`src/sec_pkg.sv`:
```
// Shared types and constants for the Sobel edge classifier.
// No dependencies; imported by every module of the block.
package sec_pkg;

	// Geometry limits of the line buffers and counters
	localparam int MAX_WIDTH  = 512;
	localparam int MAX_HEIGHT = 512;
	localparam int COL_W      = $clog2(MAX_WIDTH);
	localparam int DIM_W      = 10;
	localparam int ROW_W      = 10;
	localparam int THR_W      = 11;

	// Result field widths
	localparam int OUT_POS_W = 9;
	localparam int MAG_W     = 21;
	localparam int CLASS_W   = 2;
	localparam int GRAD_W    = 11;
	localparam int SQ_W      = 20;
	localparam int THR_SQ_W  = 2 * THR_W;

	// Gradient queue between front and back
	localparam int QUEUE_DEPTH = 4;
	localparam int QPTR_W      = $clog2(QUEUE_DEPTH);
	localparam int QCNT_W      = $clog2(QUEUE_DEPTH + 1);

	// Configuration register indexes
	localparam logic [1:0] REG_IMAGE_WIDTH    = 2'd0;
	localparam logic [1:0] REG_IMAGE_HEIGHT   = 2'd1;
	localparam logic [1:0] REG_LOW_THRESHOLD  = 2'd2;
	localparam logic [1:0] REG_HIGH_THRESHOLD = 2'd3;

	// Edge classes
	localparam logic [CLASS_W-1:0] CLASS_NONE   = 2'd0;
	localparam logic [CLASS_W-1:0] CLASS_WEAK   = 2'd1;
	localparam logic [CLASS_W-1:0] CLASS_STRONG = 2'd2;

	typedef struct packed {
		logic [DIM_W-1:0] image_width;
		logic [DIM_W-1:0] image_height;
	} geom_t;

	// One window result waiting for the magnitude stage
	typedef struct packed {
		logic [OUT_POS_W-1:0]     out_row;
		logic [OUT_POS_W-1:0]     out_col;
		logic                     frame_last;
		logic signed [GRAD_W-1:0] grad_v;
		logic signed [GRAD_W-1:0] grad_h;
	} grad_item_t;

endpackage

```
`src/sec_queue.sv`:
```
// Small gradient queue decoupling front and back of the classifier.
// Depends on sec_pkg.
module sec_queue
	import sec_pkg::*;
(
	input  logic        clk,
	input  logic        arst_n,
	input  logic        push,
	input  grad_item_t  push_data,
	input  logic        pop,
	output logic        pop_valid,
	output grad_item_t  pop_data,
	output logic [QCNT_W-1:0] count
);

	grad_item_t        slot_q [QUEUE_DEPTH];
	logic [QPTR_W-1:0] wr_ptr_q, rd_ptr_q;
	logic [QCNT_W-1:0] count_q;

	assign pop_valid = (count_q != '0);
	assign pop_data  = slot_q[rd_ptr_q];
	assign count     = count_q;

	always_ff @(posedge clk) begin
		if (push) begin
			slot_q[wr_ptr_q] <= push_data;
		end
	end

	always_ff @(posedge clk or negedge arst_n) begin
		if (!arst_n) begin
			wr_ptr_q <= '0;
			rd_ptr_q <= '0;
			count_q  <= '0;
		end else begin
			if (push) begin
				wr_ptr_q <= wr_ptr_q + QPTR_W'(1);
			end
			if (pop) begin
				rd_ptr_q <= rd_ptr_q + QPTR_W'(1);
			end
			case ({push, pop})
				2'b10:   count_q <= count_q + QCNT_W'(1);
				2'b01:   count_q <= count_q - QCNT_W'(1);
				default: count_q <= count_q;
			endcase
		end
	end

endmodule

```
`config.mk`:
```
export PLATFORM = sky130hd
export DESIGN_NAME = sec_queue
export DESIGN_NICKNAME = d
export VERILOG_FILES = /design/src/sec_pkg.sv /design/src/sec_queue.sv
export SDC_FILE = /design/constraint.sdc
export NUM_CORES = 1
export LEC_CHECK = 0
export BUFFER_PORTS_ARGS = -buffer_cell sky130_fd_sc_hd__buf_4
export CORE_MARGIN = 3
export CORE_UTILIZATION = 35
export CTS_CLUSTER_SIZE = 10
export DETAILED_ROUTE_END_ITERATION = 16
export PLACE_DENSITY = 0.59
export SLEW_MARGIN = 20
export SYNTH_ARGS = -nofsm -noshare
export SYNTH_HDL_FRONTEND = slang
export SYNTH_SLANG_ARGS = --single-unit
```
`constraint.sdc`:
```
create_clock -name clk -period 4.4 [get_ports clk]
set_input_delay 0 -clock clk [delete_from_list [all_inputs] [get_ports clk]]
set_output_delay 0 -clock clk [all_outputs]
set_load 0.03 [all_outputs]
```
Word-level counts from Yosys, hierarchy flattened
Memory sizes are Yosys's and may differ from the RTL's.
Index checks and enable logic that the tools add are counted.
- register bits: 7
- latch bits: 0
- RAM bits: 164
- bits in read-only memories: 0
- output and inout port bits: 45
- memories kept: 1
- memories (name ; depth ; bits a word ; read ports ; clocked after memory_dff ; write ports ; RTL line ; text):
    slot_q ; 4 ; 41 ; 1 ; 0 ; 1 ; sec_queue.sv:16 ; grad_item_t slot_q [QUEUE_DEPTH];
- add/subtract/negate cells: 4
- $mul: 0
- divide/modulo/power cells: 0
- $lt $le $gt $ge: 0
- eq/ne operators: 2
- shift operators: 0
- mux-type cells: 3
- bitwise logic cells: 0
- reductions and logical operators: 2
- operators with widths (operator ; count):
    3-bit one-hot mux with 2 select lines ; 1
    2-bit by 1-bit adder with 2-bit output (second input constant) ; 2
    3-bit by 1-bit adder with 3-bit output (second input constant) ; 1
    3-bit nonzero test ; 1
    3-bit by 1-bit subtractor with 3-bit output (second input constant) ; 1
    2-bit by 1-bit equality test with 1-bit output (second input constant) ; 1
    2-bit equality test (second input constant) ; 1
    1-bit two-way mux ; 2
    2-bit nonzero test ; 1

Logic depth before layout (Yosys ltp)
- depth in word-level cells: 2
- gate-level depth with buffers: 6
- gate-level depth less buffers: 6

Worst setup path before layout
OpenSTA, ideal clock, no wires.
- kind: register to register
- start point: register wr_ptr_q[0]
- end point: memory slot_q[2][0] in the netlist's numbering, enable pin
- setup time: 0.402 ns
- arrival: 1.606 ns
- required time: 3.998 ns
- path slack: 2.392 ns
- cell stages (with the launch flop): 4
- buffers on the path: 0
- path through: dfrtp_1 -> inv_1 -> ha_1 -> and2_1
- RTL lines (what ; RTL line ; text):
    from (decl) ; sec_queue.sv:17 ; logic [QPTR_W-1:0] wr_ptr_q, rd_ptr_q;
    from (signal assigned) ; sec_queue.sv:37 ; wr_ptr_q <= wr_ptr_q + QPTR_W'(1);
    to (decl) ; sec_queue.sv:16 ;
No word-level cell before the write port.

==> key figures <==
STA
  – Final setup violation count: 0
  – Fin. Hold Viols: 0
  – Post-route fraction of the period consumed by the critical path: between 50% and 60%
  – Transition time of the tightest slew-check pin: 0.886 ns
  – Clock Skews: 0.0103 ns
  – Time the worst path needs with I/O delays and setup: 2.35 ns
  – Max-slew violation count: 0
  – Min setup slack post-route: 2.05 ns
  – Highest attainable clock frequency: 426 MHz
  – Setup tns final: 0 ns
  – Slew HR: ~41%
  – Setup repair after global routing missed its margin: no

Drt
  – First DRT Iteration DRCs: about 120
  – Drt first pass iters: 4
  – Post-route ant nets: 0
  – Via count normalized by instance count: ~4.7
  – Post-detailed-routing wire length: 11.8 mm
  – Post-DR wirelength/cell: 18.7 um
  – Post-route DRC violation count: 0
  – Total via count after detailed routing: 2,945

Cells and area
  – Final layout net count: 445
  – Area growth from synthesis to final layout: 29.7%
  – Number of antenna diodes: 0
  – Most frequent cells in the layout: sky130_fd_sc_hd__edfxtp_1 (164), sky130_fd_sc_hd__buf_4 (93), sky130_fd_sc_hd__dlygate4sd3_1 (45)
  – Commonest non-fill, non-tap cell in the layout: sky130_fd_sc_hd__edfxtp_1
  – Footprint of the flip-flops and latches: 0.00511 mm^2
  – Ratio of cells with drive above 1 in the final layout: 40.8%
  – Area occupied by multi-input gates: 0.00113 mm^2
  – Number of fillers in the final layout: around 1,500

Setup path
  – Worst Path Required: approximately 4.4 ns
  – Slowest library cell on the worst path: sky130_fd_sc_hd__dfrtp_4
  – Top delay family on crit path: flip-flops
  – Worst path buffer plus inverter count: 1
  – Worst R2R Start: wr_ptr_q[1]
  – Cell-by-cell listing of the critical path: mux4_1, buf_4
  – Critical setup path kind: flip-flop to output pin
  – Crit path capture type: output pin
  – Crit-path max FO: 43
  – Arrival time of data at the critical path endpoint: ~2.4 ns
  – Worst path max stage delay: 1.01 ns
  – Launching element of the worst setup path: rd_ptr_q[0]
  – Critical path startpoint category: flip-flop

Clock tree
  – Clock transition at path regs: around 0.060 ns
  – Number of CTS-inserted buffers: 17
  – Count of cells resized by post-cts repair: 0
  – Number of levels in the clock H-tree: 4
  – TritonCTS sink count: 171
  – TritonCTS clock tree: yes
  – Clock Tree Root: sky130_fd_sc_hd__clkbuf_16
  – Worst skew pair latency: about 0.42 ns
  – Number of buffers on the longest clock path: 2

Placement
  – Half-perimeter wire length of the detailed placement result: ~7.0 mm
  – Setup WS pre-CTS: 2.41 ns
  – Routability congestion estimate: roughly 0.7
  – Buffers on Ports: 89

Floorplan
  – I/O pins: 90
  – Initial core utilization: ~36%
  – Placeable core region: 0.0175 mm^2
  – Number of placement rows: 48
  – Die width: ~140 um
  – Die span in y: 141 um
  – Die area: 0.0198 mm^2

Power and ir drop
  – Power density over the cells: 686 mW/mm^2
  – Worst vdd rail ir drop: 377 uV
  – P_leak: 2.87 nW

Yosys
  – Library cell occupying the most area in the post-synthesis netlist: sky130_fd_sc_hd__edfxtp_1
  – Synthesis warning total: 0
  – Mean Syn Cell Area: about 26 um^2
  – Ranking of synthesized cells by area: sky130_fd_sc_hd__edfxtp_1 (77%), sky130_fd_sc_hd__mux4_2 (13%), sky130_fd_sc_hd__dfrtp_1 (2.8%)
  – Share of the synthesized area in the top cell type: 77.5%
  – Mapped cell area: between 0.006 and 0.007 mm^2
  – Post-synthesis sequential area ratio: 80.3%
  – Synthesis-stage register bit count: between 150 and 200
  – Synthesized netlist net count: 298
  – Synth cell types: 19
  – Synth Instances: 247

Global route
  – Global-route met3 utilization: 4.24%
  – Met2 usage: 21.3%
  – Fraction of met1 tracks used by global routing: 15.5%
  – Maximum number of pins on one net before global-route repair: 44
  – Combined global-route utilization of all metal layers: 12.7%
  – First-pass GRT wire length: 18.5 mm
  – Aggregate global routing overflow: 0
  – Via count of the first global-routing pass: 3,341
  – GR peak layer: met2
  – Initial antenna violation count: 0

Outcome
  – Run status: finished clean

Hold path
  – Startpoint of the worst hold path: push_data[22]
  – Type of the most critical hold path: primary input to flip-flop

Run
  – Number of maximum-capacitance constraint violations: 0
[synthesized netlist by cell type]
library cell and count:
sky130_fd_sc_hd__dfrtp_1 7, sky130_fd_sc_hd__xnor2_1 3, sky130_fd_sc_hd__and2_1 4, sky130_fd_sc_hd__buf_6 1
sky130_fd_sc_hd__or3_1 1, sky130_fd_sc_hd__buf_2 4, sky130_fd_sc_hd__o21ai_0 1, sky130_fd_sc_hd__mux2_2 1
sky130_fd_sc_hd__buf_12 4, sky130_fd_sc_hd__mux4_1 3, sky130_fd_sc_hd__clkbuf_1 1, sky130_fd_sc_hd__ha_1 5
sky130_fd_sc_hd__nand2_1 2, sky130_fd_sc_hd__fa_1 1, sky130_fd_sc_hd__mux4_2 38, sky130_fd_sc_hd__xor2_1 3
sky130_fd_sc_hd__nor2_1 1, sky130_fd_sc_hd__inv_1 3, sky130_fd_sc_hd__edfxtp_1 164
[repair_timing]
| action | in CTS | in global routing |
|---|---|---|
| setup buffers | 0 | 0 |
| hold endpoints to repair | 176 | 0 |
| hold buffers | 45 | 0 |
| endpoints found under the setup margin | 0 | 0 |
[area by class of cell]
cell class                 instances  area share [%]
inverter                           3           0.137
clock buffer                      19            5.25
multi-input combinational         63            13.8
sequential                       171            62.0
tap                              225            3.42
timing repair buffer             138            13.9
clock inverter                    13            1.55
[sequential cells by signal, summed over array words and instances, names as in the netlist]
signal and cells:
slot_q 164, count 3, rd_ptr_q 2, wr_ptr_q 2
[worst paths after layout]
kind	endpoint	slack, ns	depth (start not counted)
setup / recovery	pop_data[0]	2.05	2
hold / removal	slot_q[1][22]	0.32	2
setup reg to reg	slot_q[1][6]	2.47	4
hold reg to reg	count[2]	0.51	1
max in group asynchronous	rd_ptr_q[1]	3.52	3
min in group asynchronous	count[0]	0.59	3
[logic make-up (layout without fill, tap and decap cells)]
kind of cell | count (synthesis) | in the layout | synth area share, %
XOR/XNOR | 6 | 6 | 0.827
multiplexers | 42 | 42 | 14.9
flip-flops | 171 | 171 | 80.3
adder cells (fa/ha/maj) | 6 | 6 | 1.30
buffers and inverters | 13 | 173 | 1.99
AND/OR/NAND/NOR | 8 | 8 | 0.669
AO/OA/AOI/OAI | 1 | 1 | 0.0787
[power by group]
| part | leakage (nW) | internal (mW) | total (mW) | switching [mW] |
|---|---|---|---|---|
| Clock | 0.268 | 0.828 | 1.41 | 0.581 |
| Combinational | 1.02 | 0.821 | 1.83 | 1.00 |
| Sequential | 1.59 | 2.14 | 2.42 | 0.286 |
[through the flow]
step	instances	total power [mW]	instance area [um^2]	hold WS [ns]	utilization [%]
5_1_grt	632	5.93	8240	0.308	47.0
4_1_cts	632	5.75	8240	0.298	47.0
2_1_floorplan	247	3.67	6350	-0.296	-
3_5_place_dp	555	4.31	7230	-0.177	41.2
6_report	632	5.66	8240	0.322	47.0
3_3_place_gp	555	4.27	7230	-0.181	41.2
[routing by layer]
layer,vias to the layer above,part of all wire [%]
met5,-,0
met2,75,52
li1,1337,-
met1,1515,42
met4,0,1.5
met3,18,4.9
Power figures use the tool's default switching activity.
