### src/sec_pkg.sv
// Shared types and constants for the Sobel edge classifier.
// No dependencies; imported by every module of the block.
package sec_pkg;

	// Geometry limits of the line buffers and counters
	localparam int MAX_WIDTH  = 512;
	localparam int MAX_HEIGHT = 512;
	localparam int COL_W      = $clog2(MAX_WIDTH);
	localparam int DIM_W      = 10;
	localparam int ROW_W      = 10;
	localparam int THR_W      = 11;

	// Result field widths
	localparam int OUT_POS_W = 9;
	localparam int MAG_W     = 21;
	localparam int CLASS_W   = 2;
	localparam int GRAD_W    = 11;
	localparam int SQ_W      = 20;
	localparam int THR_SQ_W  = 2 * THR_W;

	// Gradient queue between front and back
	localparam int QUEUE_DEPTH = 4;
	localparam int QPTR_W      = $clog2(QUEUE_DEPTH);
	localparam int QCNT_W      = $clog2(QUEUE_DEPTH + 1);

	// Configuration register indexes
	localparam logic [1:0] REG_IMAGE_WIDTH    = 2'd0;
	localparam logic [1:0] REG_IMAGE_HEIGHT   = 2'd1;
	localparam logic [1:0] REG_LOW_THRESHOLD  = 2'd2;
	localparam logic [1:0] REG_HIGH_THRESHOLD = 2'd3;

	// Edge classes
	localparam logic [CLASS_W-1:0] CLASS_NONE   = 2'd0;
	localparam logic [CLASS_W-1:0] CLASS_WEAK   = 2'd1;
	localparam logic [CLASS_W-1:0] CLASS_STRONG = 2'd2;

	typedef struct packed {
		logic [DIM_W-1:0] image_width;
		logic [DIM_W-1:0] image_height;
	} geom_t;

	// One window result waiting for the magnitude stage
	typedef struct packed {
		logic [OUT_POS_W-1:0]     out_row;
		logic [OUT_POS_W-1:0]     out_col;
		logic                     frame_last;
		logic signed [GRAD_W-1:0] grad_v;
		logic signed [GRAD_W-1:0] grad_h;
	} grad_item_t;

endpackage

### src/sec_back.sv
// Back end: squares the gradients, sums them, classifies against squared
// thresholds and holds the output transaction. Depends on sec_pkg.
module sec_back
	import sec_pkg::*;
(
	input  logic        clk,
	input  logic        arst_n,
	input  logic        q_valid,
	input  grad_item_t  q_data,
	output logic        q_pop,
	input  logic [THR_W-1:0] low_threshold,
	input  logic [THR_W-1:0] high_threshold,
	output logic        m_tvalid,
	input  logic        m_tready,
	output logic [47:0] m_tdata,   // out_row[8:0], out_col[17:9], magnitude_sq[38:18],
	                               // edge_class[40:39], zero fill
	output logic        m_tlast    // frame_last
);

	logic [THR_SQ_W-1:0] lo_sq_q, hi_sq_q;

	logic signed [2*GRAD_W-1:0] gv_sq, gh_sq;

	logic                 v_s2;
	logic [SQ_W-1:0]      gv_sq_s2, gh_sq_s2;
	logic [OUT_POS_W-1:0] row_s2, col_s2;
	logic                 last_s2;

	logic                 out_adv, s2_load;
	logic [MAG_W-1:0]     mag;
	logic [CLASS_W-1:0]   cls;

	logic [OUT_POS_W-1:0] row_q, col_q;
	logic [MAG_W-1:0]     mag_q;
	logic [CLASS_W-1:0]   cls_q;
	logic                 last_q;
	logic                 valid_q;

	// squares of static thresholds; config is to change only while idle, which the block does not enforce
	always_ff @(posedge clk) begin
		lo_sq_q <= THR_SQ_W'(low_threshold) * THR_SQ_W'(low_threshold);
		hi_sq_q <= THR_SQ_W'(high_threshold) * THR_SQ_W'(high_threshold);
	end

	assign out_adv = !valid_q || m_tready;
	assign s2_load = !v_s2 || out_adv;
	assign q_pop   = q_valid && s2_load;

	assign gv_sq = q_data.grad_v * q_data.grad_v;
	assign gh_sq = q_data.grad_h * q_data.grad_h;

	always_ff @(posedge clk or negedge arst_n) begin
		if (!arst_n) begin
			v_s2    <= 1'b0;
			valid_q <= 1'b0;
		end else begin
			if (s2_load) begin
				v_s2 <= q_valid;
			end
			if (out_adv) begin
				valid_q <= v_s2;
			end
		end
	end

	always_ff @(posedge clk) begin
		if (q_pop) begin
			gv_sq_s2 <= gv_sq[SQ_W-1:0];
			gh_sq_s2 <= gh_sq[SQ_W-1:0];
			row_s2   <= q_data.out_row;
			col_s2   <= q_data.out_col;
			last_s2  <= q_data.frame_last;
		end
	end

	assign mag = MAG_W'(gv_sq_s2) + MAG_W'(gh_sq_s2);

	// low compare first: inverted thresholds give none or strong only
	always_comb begin
		if (THR_SQ_W'(mag) < lo_sq_q) begin
			cls = CLASS_NONE;
		end else if (THR_SQ_W'(mag) < hi_sq_q) begin
			cls = CLASS_WEAK;
		end else begin
			cls = CLASS_STRONG;
		end
	end

	always_ff @(posedge clk) begin
		if (out_adv && v_s2) begin
			row_q  <= row_s2;
			col_q  <= col_s2;
			mag_q  <= mag;
			cls_q  <= cls;
			last_q <= last_s2;
		end
	end

	assign m_tvalid = valid_q;
	assign m_tdata  = {7'd0, cls_q, mag_q, col_q, row_q};
	assign m_tlast  = last_q;

endmodule
### config.mk
export PLATFORM = sky130hd
export DESIGN_NAME = sec_back
export DESIGN_NICKNAME = d
export VERILOG_FILES = /design/src/sec_pkg.sv /design/src/sec_back.sv
export SDC_FILE = /design/constraint.sdc
export NUM_CORES = 1
export LEC_CHECK = 0
export BUFFER_PORTS_ARGS = -buffer_cell sky130_fd_sc_hd__buf_2
export CAP_MARGIN = 30
export CORE_MARGIN = 2
export CORE_UTILIZATION = 63
export DETAILED_ROUTE_END_ITERATION = 6
export PLACE_DENSITY_LB_ADDON = 0.08
export SLEW_MARGIN = 20
export SYNTH_ARGS = -nofsm -noshare
export SYNTH_HDL_FRONTEND = slang
export SYNTH_SLANG_ARGS = --single-unit
### constraint.sdc
create_clock -name clk -period 27.1 [get_ports clk]
set_clock_uncertainty 0.05 [all_clocks]
set_input_delay 6.775 -clock clk [delete_from_list [all_inputs] [get_ports clk]]
set_output_delay 6.775 -clock clk [all_outputs]
set_load 0.03 [all_outputs]
Word level (Yosys, flattened, before mapping)
Cells that the tools add are included.
{"block": "totals", "inputBits": 67, "mem_bits_ro": 0, "wordCells": 28, "ramBits": 0, "n_memories": 0, "latch_bits": 0, "output_inout_bits": 51, "reg_bits": 147}
{"block": "classes", "n_addsub": 1, "n_bitwise": 0, "mux": 1, "magnitude_cmp": 2, "shift": 0, "n_mul": 4, "n_eq_ne": 0, "n_reduce_logical": 6, "div_mod_pow": 0}
{"cell": "less-than comparator 21 x 22 -> 1 bit", "count": 2}
{"cell": "multiplier 11 x 11 -> 22 bit", "count": 2}
{"cell": "multiplier 11 x 11 -> 20 bit", "count": 2}
{"cell": "adder 20 x 20 -> 21 bit", "count": 1}
{"cell": "logical AND 1 bit", "count": 2}
{"cell": "zero test 1 bit", "count": 2}
{"cell": "logical OR 1 bit", "count": 2}
{"cell": "2-to-1 mux 2 bit", "count": 1}

Logic depth before layout (Yosys ltp)
{"block": "logic_depth", "ltp_word": 4, "mapped_depth": 22, "mapped_depth_nobuf": 21}

Worst setup path after synthesis
No wires, ideal clock.
{"block": "synth_timing", "kind": "input to output", "startpoint": "input m_tready", "endpoint": "output q_pop", "n_path_buf": 0, "cell_stages": 2, "t_required_ns": 20.275, "t_arrival_ns": 11.615, "setup_slack_ns": 8.660, "cell_sequence": "nor2b_1 a21boi_0"}
{"block": "synth_between", "elab_chain_len": 3}
{"item": "start: declaration", "line": "sec_back.sv:14", "rtl": "input logic m_tready,"}
{"item": "logical OR 1 bit", "line": "sec_back.sv:45", "rtl": "assign out_adv = !valid_q || m_tready;"}
{"item": "logical OR 1 bit", "line": "sec_back.sv:46", "rtl": "assign s2_load = !v_s2 || out_adv;"}
{"item": "logical AND 1 bit", "line": "sec_back.sv:47", "rtl": "assign q_pop = q_valid && s2_load;"}
{"item": "end: declaration", "line": "sec_back.sv:10", "rtl": "output logic q_pop,"}
No other way between the ends.

Final worst setup path
Ends and elaborated chain as after synthesis.

==> flow_summary.ini <==
[floorplan]
rows = 64
start_util = 0.643
floorplan.core_area_um2 = 30700
die-width_um = 181
fp.dieH_um = 181
ioPinCount = 118
fp.dieArea_um2 = 32800

[detailed_routing]
avgViaCountPerCell = 5.36
drc = 0
drt_wl_total_um = 37800
first_iter_violations = 627
antenna_violating_nets_post_route = 0
route.detailed.wl_per_inst_um = 15.3
detailroute.via_count = 13200
detail_route.first_pass.iterations = 5

[synthesis]
number_of_synthesized_flops_with_an_enable_pin = 99
syn_avg_cell_area_um2 = 10.0
synth_top_family_by_area = adder cells
synth_top_flop_cell = edfxtp_1
synth_warnings = 0
synth_mux_area_frac = 0.00266
synth_compound_gate_area_share = 0.0719
synth.yosys.seq_area_share = 0.195
synth-async-reset-ratio = 0.0140
post_synth_inst_count = 1976
flip_flop_and_latch_count_after_synthesis = 143
mappedNetlistArea_um2 = 19800
synth-simple-area-share = 0.105
synthXorXnorAreaFrac = 0.0483
post_synthesis_share_of_cell_area_spent_on_full_adders_half_adders_and_majority_gates = 0.475
synthDistinctLibCells = 69

[setup_path]
worst_path_dominant_cell_family = buffers and inverters
reg2reg_to = cls_q[1]
r2r_cells = 14
worst_path_most_repeated_cell = buf_2
worst-endpoint-required_ns = 20.27
crit_path_cell_trace = buf_2, nor2b_1, a21boi_4, buf_2
startpoint_type = primary input
rr_startpoint = gh_sq_s2[3]
cp.buffers_inverters = 2
critical_path_peak_fanout = 2
critical_path.slowest_cell = nor2b_1
cp-end-kind = output pin
setup.worst_path.class = in -> out
worst_setup_path_startpoint = m_tready
largest_stage_delay_worst_path_ns = 0.25
worst-r2r-setup-slack_ns = 22.90
critical_path_arrival_ns = 7.40

[global_routing]
grt_util_all_layers = 0.252
first_global_vias = 14400
grt_first_pass_wirelength_um = 67000
grt.overflow.total = 0
largest_net_degree_at_the_start_of_global_routing = 58
antenna_violations_before_repair = 0

[clocking]
clk-insertion-delay-late_ns = 0.42
cts.root.buffer_cell = clkbuf_16
number_of_gates_resized_after_cts = 0
clockBufferDepth = 2
h_tree_levels = 4
cts_hold_buf = 0
tritoncts = done
numCtsBuffers = 17
cts_setup_buffers = 0
clock_sinks = 143
path_clk_slew_ns = 0.06

[timing]
final_hold_slack_ns = 0.369
setup_violations = 0
slew_violations = 0
max_clock_freq_ghz = 0.0703
timing.setup.tns_ns = 0
final-hold-violation-count = 0
post-route-min-period_ns = 14.23
worst_slew_pin_slew_ns = 0.707
ratio_of_final_minimum_period_to_clock_period = 0.525
timing.max_slew.rel_slack = 0.528
rsz0062_at_grt = false

[outcome]
result_of_the_run = finished, final reports clean

[place]
place_congestion = 0.884
hpwlAfterDp_um = 32000
port-buffer-count = 110

[finish]
post_route_cells_drive_above_1_share = 0.0766
area_growth_syn_to_layout_pct = 7.61
num_antenna_cells = 0
layout.cells.most_common_list = 477 x inv_1, 314 x fa_1, 248 x ha_1
finish.net_count = 2691
most_common_cell_after_layout_fill_and_taps_aside = inv_1

[power_and_ir_drop]
power.static_leakage_nw = 10.9
power_density_nw_per_um2 = 125
worst_ir_drop_vdd_v = 0.0000806

[worst_hold_path]
timing.hold.worst_endpoint = col_q[7]
hold_depth = 0
min_from = col_s2[7]
hp-class = reg -> reg

[flow_run]
max_cap_violations = 0
==> synth_stat cells, types with 29 or more instances <==
library cell,number,share of area
nor2_1,85,0.016
xnor2_1,86,0.038
ha_1,248,0.16
nand2_1,124,0.024
clkbuf_1,43,0.0082
o21ai_0,31,0.0078
dfxtp_1,42,0.043
fa_1,314,0.32
inv_1,477,0.091
nor2b_1,32,0.010
and2_1,105,0.033
edfxtp_1,99,0.15
a21oi_1,63,0.016
a21o_1,29,0.011
==> logic make-up (layout without fill, tap and decap cells) <==
| group | Yosys count | in the layout |
|---|---|---|
| AO/OA/AOI/OAI | 211 | 211 |
| buffers and inverters | 528 | 621 |
| flip-flops | 143 | 143 |
| XOR/XNOR | 109 | 109 |
| other | 1 | 7 |
| adder cells (fa/ha/maj) | 562 | 562 |
| multiplexers | 5 | 5 |
| AND/OR/NAND/NOR | 417 | 417 |
==> routing by layer <==
metal / GRT usage / vias to the layer above / wire, um
met1: 0.328 / 6619 / 16700
li1: - / 6315 / -
met3: 0.0318 / 46 / 1360
met5: 0 / - / 0
met4: 0.0605 / 0 / 709
met2: 0.450 / 253 / 19000
==> report_power, final <==
| part | internal [mW] | switching, mW | total (mW) |
|---|---|---|---|
| Sequential | 0.388 | 0.0289 | 0.417 |
| Combinational | 0.863 | 1.13 | 1.99 |
| Clock | 0.155 | 0.0845 | 0.240 |
| Total | 1.41 | 1.24 | 2.65 |
==> state kept, by name (all words and copies together) (netlist names), 2 cells and up <==
register	count
cls_q	2
col_q	9
col_s2	9
gh_sq_s2	19
gv_sq_s2	19
hi_sq_q	21
lo_sq_q	21
mag_q	21
row_q	9
row_s2	9
==> final cells by class <==
class | instances | area (um^2)
multi-input combinational | 1311 | 13900
fill | 2415 | 9470
sequential | 143 | 3860
inverter | 477 | 1790
timing repair buffer | 112 | 578
tap | 396 | 495
clock buffer | 20 | 447
clock inverter | 12 | 168
==> how the worst max path moves through the flow <==
stage / to / slack (ns) / cells after the start
finish: q_pop / 12.87 / 4
global route: q_pop / 12.84 / 4
CTS: q_pop / 12.87 / 4
detailed placement: q_pop / 12.87 / 4
global placement: q_pop / 12.91 / 4
floorplan: q_pop / 8.66 / 2
==> stage by stage <==
step	std cells	worst slack, ns	area [um^2]	power (mW)	util
final	2471	12.87	21300	2.65	0.692
after global routing	2471	12.84	21300	2.96	0.692
after CTS	2470	12.87	21300	2.67	0.691
after detailed placement	2438	12.87	20600	2.40	0.671
after global placement	2438	12.91	20600	2.35	0.671
after floorplan	1982	8.66	19800	1.95	-
Note: power is estimated with default switching activity, not from simulation.
